$ cat src/jsc_pkg.sv
package jsc_pkg;

  localparam int FRAC_BITS  = 16;
  localparam int MAX_DEGREE = 255;
  localparam int X_FRAC     = 30;
  localparam int SH         = X_FRAC - FRAC_BITS;
  localparam int CFG_W      = 22;
  localparam int OUT_W      = 48;
  localparam int D_W        = 28;   // d0, k1 and their small sums
  localparam int DEN_W      = 40;   // divisor products of the general path

  localparam logic [7:0] KMAX = (MAX_DEGREE > 255) ? 8'd255 : 8'(MAX_DEGREE);

  localparam logic signed [63:0] VLIM    = 64'sh3FFF_FFFF_FFFF_FFFF;
  localparam logic signed [64:0] VLIM_X  = 65'sh0_3FFF_FFFF_FFFF_FFFF;
  localparam logic signed [64:0] OMAX_X  = 65'sh0_0000_7FFF_FFFF_FFFF;
  localparam logic signed [64:0] OMIN_X  = -OMAX_X - 65'sd1;
  localparam logic signed [63:0] ONE     = 64'sd1 <<< FRAC_BITS;
  localparam logic signed [63:0] TWO     = ONE <<< 1;
  localparam logic signed [63:0] FOUR    = ONE <<< 2;
  localparam logic signed [D_W-1:0] ONE_D = D_W'(ONE);

  typedef enum logic [0:0] {
    REG_ALPHA = 1'b0,
    REG_BETA  = 1'b1
  } cfg_reg_t;

  typedef enum logic [4:0] {
    S_IDLE, S_DECIDE, S_SETUP, S_DENB, S_DENU,
    S_T, S_INNER, S_B, S_U, S_C,
    S_ZB, S_ZC,
    S_MQ, S_MB, S_MC,
    S_MUL1, S_MUL2, S_Y1, S_Y2, S_EMIT
  } step_t;

  typedef enum logic [2:0] {
    MD_IDLE, MD_MUL, MD_CHK, MD_DIV, MD_FIN
  } md_state_t;

  typedef struct packed {
    step_t step;
    logic  load;
    logic  go;
    logic  emit;
  } cmd_t;

  typedef struct packed {
    logic md_done;
    logic k_zero;
    logic g_zero;
    logic g_mone;
    logic empty;
    logic out_busy;
  } status_t;

  typedef struct packed {
    logic              sat;
    logic signed [63:0] val;
  } clamp_t;

  // clamp to +-(2^62-1)
  function automatic clamp_t clamp62(input logic signed [64:0] v);
    clamp_t r;
    r.sat = 1'b0;
    r.val = v[63:0];
    if (v > VLIM_X) begin
      r.sat = 1'b1;
      r.val = VLIM;
    end else if (v < -VLIM_X) begin
      r.sat = 1'b1;
      r.val = -VLIM;
    end
    return r;
  endfunction

endpackage

$ cat src/jsc_ctrl.sv
module jsc_ctrl (
  input  logic             clk,
  input  logic             rst,
  input  logic             in_valid,
  output logic             in_ready,
  input  jsc_pkg::status_t status,
  output jsc_pkg::cmd_t    cmd
);

  jsc_pkg::step_t state, state_next;

  always_ff @(posedge clk) begin
    if (rst) begin
      state <= jsc_pkg::S_IDLE;
    end else begin
      state <= state_next;
    end
  end

  always_comb begin
    state_next = state;
    in_ready   = 1'b0;
    cmd.step   = state;
    cmd.load   = 1'b0;
    cmd.go     = 1'b0;
    cmd.emit   = 1'b0;
    unique case (state)
      jsc_pkg::S_IDLE: begin
        in_ready = 1'b1;
        if (in_valid) begin
          cmd.load   = 1'b1;
          state_next = jsc_pkg::S_DECIDE;
        end
      end
      jsc_pkg::S_DECIDE: state_next = status.empty ? jsc_pkg::S_EMIT : jsc_pkg::S_SETUP;
      jsc_pkg::S_SETUP:  state_next = jsc_pkg::S_DENB;
      jsc_pkg::S_DENB:   state_next = jsc_pkg::S_DENU;
      jsc_pkg::S_DENU: begin
        priority if (status.k_zero && status.g_zero) state_next = jsc_pkg::S_ZB;
        else if (status.k_zero && status.g_mone) state_next = jsc_pkg::S_MQ;
        else state_next = jsc_pkg::S_T;
      end
      jsc_pkg::S_T: begin
        cmd.go = 1'b1;
        if (status.md_done) state_next = jsc_pkg::S_INNER;
      end
      jsc_pkg::S_INNER: begin
        cmd.go = 1'b1;
        if (status.md_done) state_next = jsc_pkg::S_B;
      end
      jsc_pkg::S_B: begin
        cmd.go = 1'b1;
        if (status.md_done) state_next = jsc_pkg::S_U;
      end
      jsc_pkg::S_U: begin
        cmd.go = 1'b1;
        if (status.md_done) state_next = jsc_pkg::S_C;
      end
      jsc_pkg::S_C: begin
        cmd.go = 1'b1;
        if (status.md_done) state_next = jsc_pkg::S_MUL1;
      end
      jsc_pkg::S_ZB: begin
        cmd.go = 1'b1;
        if (status.md_done) state_next = jsc_pkg::S_ZC;
      end
      jsc_pkg::S_ZC: begin
        cmd.go = 1'b1;
        if (status.md_done) state_next = jsc_pkg::S_MUL1;
      end
      jsc_pkg::S_MQ: begin
        cmd.go = 1'b1;
        if (status.md_done) state_next = jsc_pkg::S_MB;
      end
      jsc_pkg::S_MB: begin
        cmd.go = 1'b1;
        if (status.md_done) state_next = jsc_pkg::S_MC;
      end
      jsc_pkg::S_MC: begin
        cmd.go = 1'b1;
        if (status.md_done) state_next = jsc_pkg::S_MUL1;
      end
      jsc_pkg::S_MUL1: begin
        cmd.go = 1'b1;
        if (status.md_done) state_next = jsc_pkg::S_MUL2;
      end
      jsc_pkg::S_MUL2: begin
        cmd.go = 1'b1;
        if (status.md_done) state_next = jsc_pkg::S_Y1;
      end
      jsc_pkg::S_Y1: state_next = jsc_pkg::S_Y2;
      jsc_pkg::S_Y2: state_next = status.k_zero ? jsc_pkg::S_EMIT : jsc_pkg::S_IDLE;
      jsc_pkg::S_EMIT: begin
        // wait for the output register to free up
        if (!status.out_busy) begin
          cmd.emit   = 1'b1;
          state_next = jsc_pkg::S_IDLE;
        end
      end
    endcase
  end

endmodule

$ cat config.mk
export PLATFORM = sky130hd
export DESIGN_NAME = jsc_ctrl
export DESIGN_NICKNAME = d
export VERILOG_FILES = /design/src/jsc_pkg.sv /design/src/jsc_ctrl.sv
export SDC_FILE = /design/constraint.sdc
export NUM_CORES = 1
export LEC_CHECK = 0
export BUFFER_PORTS_ARGS = -buffer_cell sky130_fd_sc_hd__buf_2
export CAP_MARGIN = 20
export CORE_AREA = 10 10 47 49
export CTS_BUF_LIST = sky130_fd_sc_hd__clkbuf_4
export DETAILED_ROUTE_END_ITERATION = 6
export DIE_AREA = 0 0 57 59
export GPL_TIMING_DRIVEN = 0
export PLACE_DENSITY = 0.74
export SLEW_MARGIN = 20
export SYNTH_ARGS = -nofsm -noshare
export SYNTH_HDL_FRONTEND = slang
export SYNTH_SLANG_ARGS = --single-unit
$ cat constraint.sdc
create_clock -name clk -period 1.65 [get_ports clk]
set_clock_uncertainty 0.15 [all_clocks]
set_input_delay 0.0825 -clock clk [delete_from_list [all_inputs] [get_ports clk]]
set_output_delay 0.0825 -clock clk [all_outputs]
set_load 0.02 [all_outputs]
==> metrics, run 1 <==
outcome=finished, violations left; failing checks=setup timing; Yosys cell types=41; die width=57 µm; drt via density=6.29; Die ar.=3360 µm²; Avg Inst Size Synth=8.08 µm²; Biggest register=state; CP top delay family=compound AO/OA/AOI/OAI gates; Skew-Pair Late Insertion Delay=250 ps; global-route wire length before repair=3110 µm; Worst Hold Path EP=state[0]$_SDFFE_PP0P_; Buffers & Inverters on Critical Path=0; Slew headroom=61.5%; DRC viols=0; Slew @ Worst Pin=575 ps; slowest stage delay, CP=350 ps; uppermost routed layer=met4; GR Overflow Total=0; # H-tree levels=1; clock slew at reported path FFs=50 ps; Max Slew Vio Count=0; CTS tree=built; YS warnings=0; vias in the first global route=725; FMAX=581 MHz; Setup crit end kind=register; synthesized area=598 µm²; metal3 WL=147 µm; Setup Crit Path Kind=reg -> reg; TritonCTS buffer count=3; largest area contributor in the netlist=dfxtp_1; met2 routed WL=1050 µm; most common cell in the netlist=inv_1; Largest register FFs=5; r2r endpoint=state[4]$_SDFFE_PP0P_; Syn Nets=83; net total in the final layout=113; Routed Antenna Nets=0; share of cells above drive strength 1=56.3%; Final min period=1720 ps; VDD IR max=0.000917 V; top cells by area, synth=dfxtp_1 17%, o311ai_4 4.4%, a31oi_1 4.2%, buf_2 4.2%, inv_1 3.8%; largest net degree at the start of global routing=11; Post-synth EDFFs=0; post-synthesis async set-or-reset flop share=0%; design area=877 µm²; post-synthesis to final-layout area growth=46.7%; drt pass-1 iters=4; total global-route track usage=11.1%; Leakage=0.374 nW; Top FF cell, synth=dfxtp_1; diode count=0; Hold Crit Depth=4; Hold WC Path Type=in -> reg; IO buf count=17; final WL=1940 µm; Critical-path top delay cell=dfxtp_4; Worst R2R Setup Slack=-70 ps; Placement Cell Area=711 µm²; reg2reg start=state[1]$_SDFFE_PP0P_; P per Cell Area=1850 nW/µm²; Mapped Cells=74; DR WL/cell=16.3 µm; DR vias=748; io pins=18; Die H=59 µm; count of final setup violators=6; 1st-iter DRT viols=43; Hold Vio Cnt, Final=0; worst path required time=1620 ps; Final HPWL DP=1320 µm; Max Cap Viol=0; Tcrit/Tclk final=104%; Crit Path Max Fanout=4; synth cell count leaders=6 x inv_1, 5 x buf_2, 5 x dfxtp_1; pre-CTS setup slack=-139 ps; Synth Register Bits=5; sequential-to-total area share from yosys stat=16.7%; WL met1=735 µm; CP Launch Type=register; unrepaired setup endpoints after global routing=true; top-area cell type share of the netlist area=16.7%; Top Registers=state (5); Final Wtd Congestion=0.882; # clock sinks=5; core box area=1400 µm²; row cnt=14; setup ws final=-70.5 ps; Filler cells=123; hold_sp=status[5]; Final Power=0.00163 W; initial antenna violation count=0; clock root cell=clkbuf_4; CP cell instances=or2_4 > a22o_4 > o21ba_4 > o311ai_4 > o41ai_2; Worst EP arrival=1690 ps; CTS Buffer Depth=2; initial core utilization=42.7%; final hold slack=166 ps; Register-to-Register Path Depth=5
## routing by layer
| layer | vias up | GRT usage (%) |
|---|---|---|
| met5 | - | 0 |
| met4 | 0 | 5.03 |
| met3 | 2 | 3.65 |
| met2 | 29 | 20.6 |
| met1 | 369 | 11.0 |
| li1 | 348 | - |
## stage by stage
stage | util (%) | TNS (ps) | instances
6_report | 62.6 | -226 | 119
5_1_grt | 62.6 | -487 | 119
4_1_cts | 59.3 | -305 | 117
3_5_place_dp | 50.7 | -398 | 107
3_3_place_gp | 50.7 | -359 | 107
2_1_floorplan | - | -120 | 74
## power breakdown
group          switching [W]  internal (W)
combinational       0.000683      0.000542
sequential         0.0000572      0.000179
clock              0.0000561      0.000108
total               0.000796      0.000830
## cell usage in the layout (no fill, tap or decap), drive strengths merged, types with 2 or more instances in the layout
master   synthesis  layout
nor3             4       4
dfxtp            5       5
o21bai           2       2
o22ai            2       2
a21oi            2       2
inv              6       6
nand3            4       4
o21ai            4       4
a2111oi          3       3
nand2            4       4
or2              2       2
buf              6      29
clkbuf           0       5
nor4             3       3
a31oi            4       4
nor2             5       5
## cells by family after synthesis
group / share of synthesized area, %
flip-flops: 16.7
AO/OA/AOI/OAI: 46.4
buffers and inverters: 9.83
AND/OR/NAND/NOR: 27.0
## worst reg2reg max path: stages, from the launching register on
cell and delay, ps:
dfxtp_4 350, or2_4 260, a22o_4 230, o21ba_4 220, o311ai_4 260, o41ai_2 110
## worst max-delay path by stage
stage	endpoint	depth (start not counted)	start
floorplan	state[4]$_SDFFE_PP0P_	5	state[0]$_SDFFE_PP0P_
global placement	state[3]$_SDFFE_PP0P_	6	state[3]$_SDFFE_PP0P_
detailed placement	state[3]$_SDFFE_PP0P_	6	state[3]$_SDFFE_PP0P_
CTS	state[4]$_SDFFE_PP0P_	5	state[1]$_SDFFE_PP0P_
global route	state[0]$_SDFFE_PP0P_	6	state[1]$_SDFFE_PP0P_
finish	state[4]$_SDFFE_PP0P_	5	state[1]$_SDFFE_PP0P_
## area by class of cell
type,count,area (µm²),share of cell area [%]
tap,16,20.0,2.28
multi-input combinational,57,490,55.9
timing repair buffer,26,164,18.7
clock buffer,4,30.0,3.42
sequential,5,114,13.0
buffer,5,36.3,4.14
inverter,6,22.5,2.57
## timing repair
action | in CTS | in global routing
buffers inserted | 6 | 2
setup endpoints to repair | 7 | 7
hold endpoints to repair | 3 | 0
gates resized for setup | 11 | 11
pin swaps | 7 | 5
gates cloned | 0 | 0
hold buffers | 1 | 0
Note: power is estimated with default switching activity, not from simulation.
==> inputs of run 2 (changes only) <==
Settings changed: HOLD_SLACK_MARGIN set to 0.03, PLACE_DENSITY 0.74 to 0.71.
Clock period 1.65 ns to 2.2 ns, I/O delays scaled along.
==> metrics, run 2 (same netlist as run 1, synthesis figures left out) <==
post-layout util=53.0%; # clock sinks=5; Max Cap Viol=0; worst path required time=1940 ps; GR Overflow Total=0; Leakage=0.326 nW; # H-tree levels=1; Sw Share=52.2%; share of cells above drive strength 1=41.7%; Top Registers=state (5); clock root cell=clkbuf_4; CTS tree=built; post-synthesis to final-layout area growth=24.3%; unrepaired setup endpoints after global routing=false; Slew @ Worst Pin=792 ps; Int Power=0.000472 W; Crit Path Max Fanout=10; Hold Vio Cnt, Final=0; initial antenna violation count=0; Largest register FFs=5; outcome=complete, no violations; Worst Hold Path EP=state[0]$_SDFFE_PP0P_; Die ar.=3360 µm²; hold_sp=status[5]; Setup Crit Path Kind=reg -> out; 1st-iter DRT viols=35; Skew-Pair Late Insertion Delay=250 ps; die width=57 µm; DR vias=687; row cnt=14; sequential share of power=16.8%; Routed Antenna Nets=0; Hold WC Path Type=in -> reg; clock slew at reported path FFs=50 ps; drt via density=6.13; diode count=0; core box area=1400 µm²; net total in the final layout=106; Setup crit end kind=output port; Final HPWL DP=1290 µm; Biggest register=state; reg2reg start=state[3]$_SDFFE_PP0P_; P per Cell Area=1330 nW/µm²; Slew headroom=45.9%; Max Slew Vio Count=0; Worst EP arrival=1570 ps; TritonCTS buffer count=3; io pins=18; Hold Crit Depth=4; Post-Route Setup TNS=0 ps; Die H=59 µm; initial core utilization=42.7%; commonest non-fill, non-tap cell in the layout=buf_2; IO buf count=17; largest net degree at the start of global routing=11; VDD IR max=0.000586 V; Worst R2R Setup Slack=370 ps; drt pass-1 iters=4; global-route wire length before repair=2750 µm; Final Wtd Congestion=0.903; vias in the first global route=621; final WL=1680 µm; FMAX=545 MHz; Tcrit/Tclk final=83.4%; commonest cells after routing, fill and taps aside=22 x buf_2, 6 x inv_1, 5 x dfxtp_1; r2r endpoint=state[3]$_SDFFE_PP0P_; DR WL/cell=15.0 µm; Register-to-Register Path Depth=6; Final min period=1830 ps; count of final setup violators=0; final hold slack=209 ps; combinational group share of total power=71.1%; DRC viols=0; clock share of power=12.1%; total global-route track usage=9.86%; CP Launch Type=register; CTS Buffer Depth=2; Switch Pwr=0.000514 W
-- run 2: critical path, stage by stage (launching register included) --
cell,delay [ps]
dfxtp_1,340
buf_2,240
inv_1,60
a22o_1,240
or2_2,270
buf_2,160
-- run 2: metal layers --
layer	global-route usage (%)	vias up	wire length, µm
met1	10.7	325	687
met4	3.02	0	2
li1	-	330	-
met3	3.65	2	92
met5	0	-	0
met2	17.4	30	898
-- run 2: power groups by stage --
| stage | combinational (W) | clock, W | sequential [W] |
|---|---|---|---|
| floorplan | 0.000502 | 0 | 0.000193 |
| global placement | 0.000686 | 0 | 0.000164 |
| detailed placement | 0.000694 | 0 | 0.000165 |
| CTS | 0.000697 | 0.000125 | 0.000163 |
| global route | 0.000768 | 0.000134 | 0.000172 |
| finish | 0.000701 | 0.000119 | 0.000166 |
-- run 2: timing repair --
action	CTS	global route
gates resized for setup	0	0
hold buffers	1	0
hold endpoints to repair	3	0
setup buffers	0	0
-- run 2: cell type report --
class                   instances  area [µm²]
multi-input cells              57         439
well taps                      16        20.0
repair buffers                 18        95.1
clock buffers                   4        30.0
flip-flops and latches          5         100
inverters                       6        22.5
plain buffers                   6        36.3
fillers                       134         658
-- run 2: worst max-delay path by stage --
stage | slack, ps | startpoint | cells past startpoint | end
floorplan | 380 | state[4]$_SDFFE_PP0P_ | 6 | state[4]$_SDFFE_PP0P_
CTS | 350 | state[4]$_SDFFE_PP0P_ | 5 | cmd[1]
global route | 190 | state[3]$_SDFFE_PP0P_ | 6 | state[3]$_SDFFE_PP0P_
finish | 370 | state[4]$_SDFFE_PP0P_ | 5 | cmd[1]
detailed placement | 390 | state[3]$_SDFFE_PP0P_ | 6 | state[3]$_SDFFE_PP0P_
global placement | 430 | state[4]$_SDFFE_PP0P_ | 6 | state[4]$_SDFFE_PP0P_
-- run 2: stage by stage --
step | area [µm²] | power, W | setup WS (ps) | std cells
finish | 743 | 0.000986 | 365 | 112
global route | 743 | 0.00107 | 192 | 112
CTS | 743 | 0.000984 | 351 | 112
detailed placement | 703 | 0.000858 | 387 | 107
global placement | 703 | 0.000850 | 428 | 107
floorplan | 598 | 0.000696 | 384 | 74
==> inputs of run 3 (changes only) <==
Clock period 2.2 ns to 1.85 ns, I/O delays scaled along.
==> metrics, run 3 (same netlist as run 1, synthesis figures left out) <==
outcome=complete, no violations; Tcrit/Tclk final=96.4%; fin cells=112; diode count=0; vias in the first global route=621; Hold Vio Cnt, Final=0; drt pass-1 iters=4; clock root cell=clkbuf_4; largest net degree at the start of global routing=11; Reg area=103 µm²; Final HPWL DP=1290 µm; Skew-Pair Late Insertion Delay=250 ps; 1st-iter DRT viols=27; initial core utilization=42.7%; Setup crit start=state[0]$_SDFFE_PP0P_; WL met1=639 µm; metal3 WL=130 µm; Worst R2R Setup Slack=80 ps; Setup Crit Path Kind=reg -> out; drt via density=6.18; Filler cells=131; Die H=59 µm; slowest stage delay, CP=350 ps; row cnt=14; Routed Antenna Nets=0; Hold WC Path Type=in -> reg; Slew @ Worst Pin=594 ps; Final Wtd Congestion=0.903; count of final setup violators=0; DR WL/cell=15.1 µm; Slew headroom=60.3%; r2r endpoint=state[1]$_SDFFE_PP0P_; total global-route track usage=9.86%; Leakage=0.329 nW; global-route wire length before repair=2750 µm; commonest cells after routing, fill and taps aside=21 x buf_2, 6 x inv_1; DR vias=692; Largest register FFs=5; CP top delay family=simple AND/OR/NAND/NOR gates; final WL=1690 µm; TritonCTS buffer count=3; CP Launch Type=register; Biggest register=state; reg2reg start=state[0]$_SDFFE_PP0P_; Max Slew Vio Count=0; initial antenna violation count=0; share of cells above drive strength 1=43.8%; pre-CTS setup slack=37.4 ps; Buffers & Inverters on Critical Path=1; CTS tree=built; Final min period=1780 ps; Top Registers=state (5); net total in the final layout=106; met2 routed WL=911 µm; uppermost routed layer=met4; GR Overflow Total=0; Post-CTS Setup Repair Bufs=0; DRC viols=0; FMAX=561 MHz; # H-tree levels=1; Crit Path Max Fanout=6; unrepaired setup endpoints after global routing=true; Setup crit end kind=output port; setup ws final=67.0 ps; commonest non-fill, non-tap cell in the layout=buf_2; Worst EP arrival=1540 ps; Hold Crit Depth=4; clock slew at reported path FFs=50 ps; CP cell instances=or2_4 > a22o_1 > or2_2 > buf_2; core box area=1400 µm²; Critical-path top delay cell=dfxtp_2; IO buf count=17; CP Depth=4; Placed Instances=107; VDD IR max=0.000656 V; post-synthesis to final-layout area growth=28.2%; io pins=18; Register-to-Register Path Depth=5; worst setup path end=cmd[1]; P per Cell Area=1590 nW/µm²; area of the multi-input gates=454 µm²; die width=57 µm; Max Cap Viol=0; Die ar.=3360 µm²; CTS Buffer Depth=2; # clock sinks=5; worst path required time=1610 ps
run 3: tightest hold or removal path: stages:
cell	delay [ps]
buf_2	80
o21bai_2	130
o211a_1	170
a221oi_2	60
run 3: stage by stage:
step                area, µm²  power [W]  hold slack [ps]  utilization, %  setup TNS, ps
global placement          703    0.00101              183            50.2              0
global route              767    0.00133              191            54.7          -22.3
detailed placement        703    0.00102              181            50.2              0
finish                    767    0.00122              179            54.7              0
CTS                       743    0.00117              178            53.0              0
floorplan                 598   0.000827             8.75               -              0
run 3: what timing repair did:
action / 4_1_cts / 5_1_grt
resized for setup: 0 / 8
setup endpoints to repair: 0 / 6
hold endpoints to repair: 3 / 0
hold buffers: 1 / 0
run 3: area by class of cell:
cell class	count	area share [%]
Buffer	6	5.55
Clock buffer	4	3.92
Inverter	6	2.94
Multi-Input combinational cell	57	59.2
Sequential cell	5	13.4
Tap cell	16	2.61
Timing Repair Buffer	18	12.4
run 3: worst min path at each step:
stage / startpoint / slack, ps / end
after floorplan: rst / 9 / state[0]$_SDFFE_PP0P_
after global placement: rst / 180 / state[0]$_SDFFE_PP0P_
after detailed placement: rst / 180 / state[0]$_SDFFE_PP0P_
after CTS: status[5] / 180 / state[0]$_SDFFE_PP0P_
after global routing: status[5] / 190 / state[0]$_SDFFE_PP0P_
final: status[5] / 180 / state[0]$_SDFFE_PP0P_
run 3: where the power goes:
group / internal [W] / total, W / switching [W] / leakage [nW]
Sequential: 0.000149 / 0.000212 / 0.0000625 / 0.0415
Combinational: 0.000344 / 0.000869 / 0.000525 / 0.269
Clock: 0.0000962 / 0.000142 / 0.0000453 / 0.0184
Total: 0.000590 / 0.00122 / 0.000633 / 0.329
run 3: per-layer routing:
metal,vias up,GRT usage (%)
li1,332,-
met5,-,0
met1,320,10.7
met2,38,17.4
met4,0,3.02
met3,2,3.65
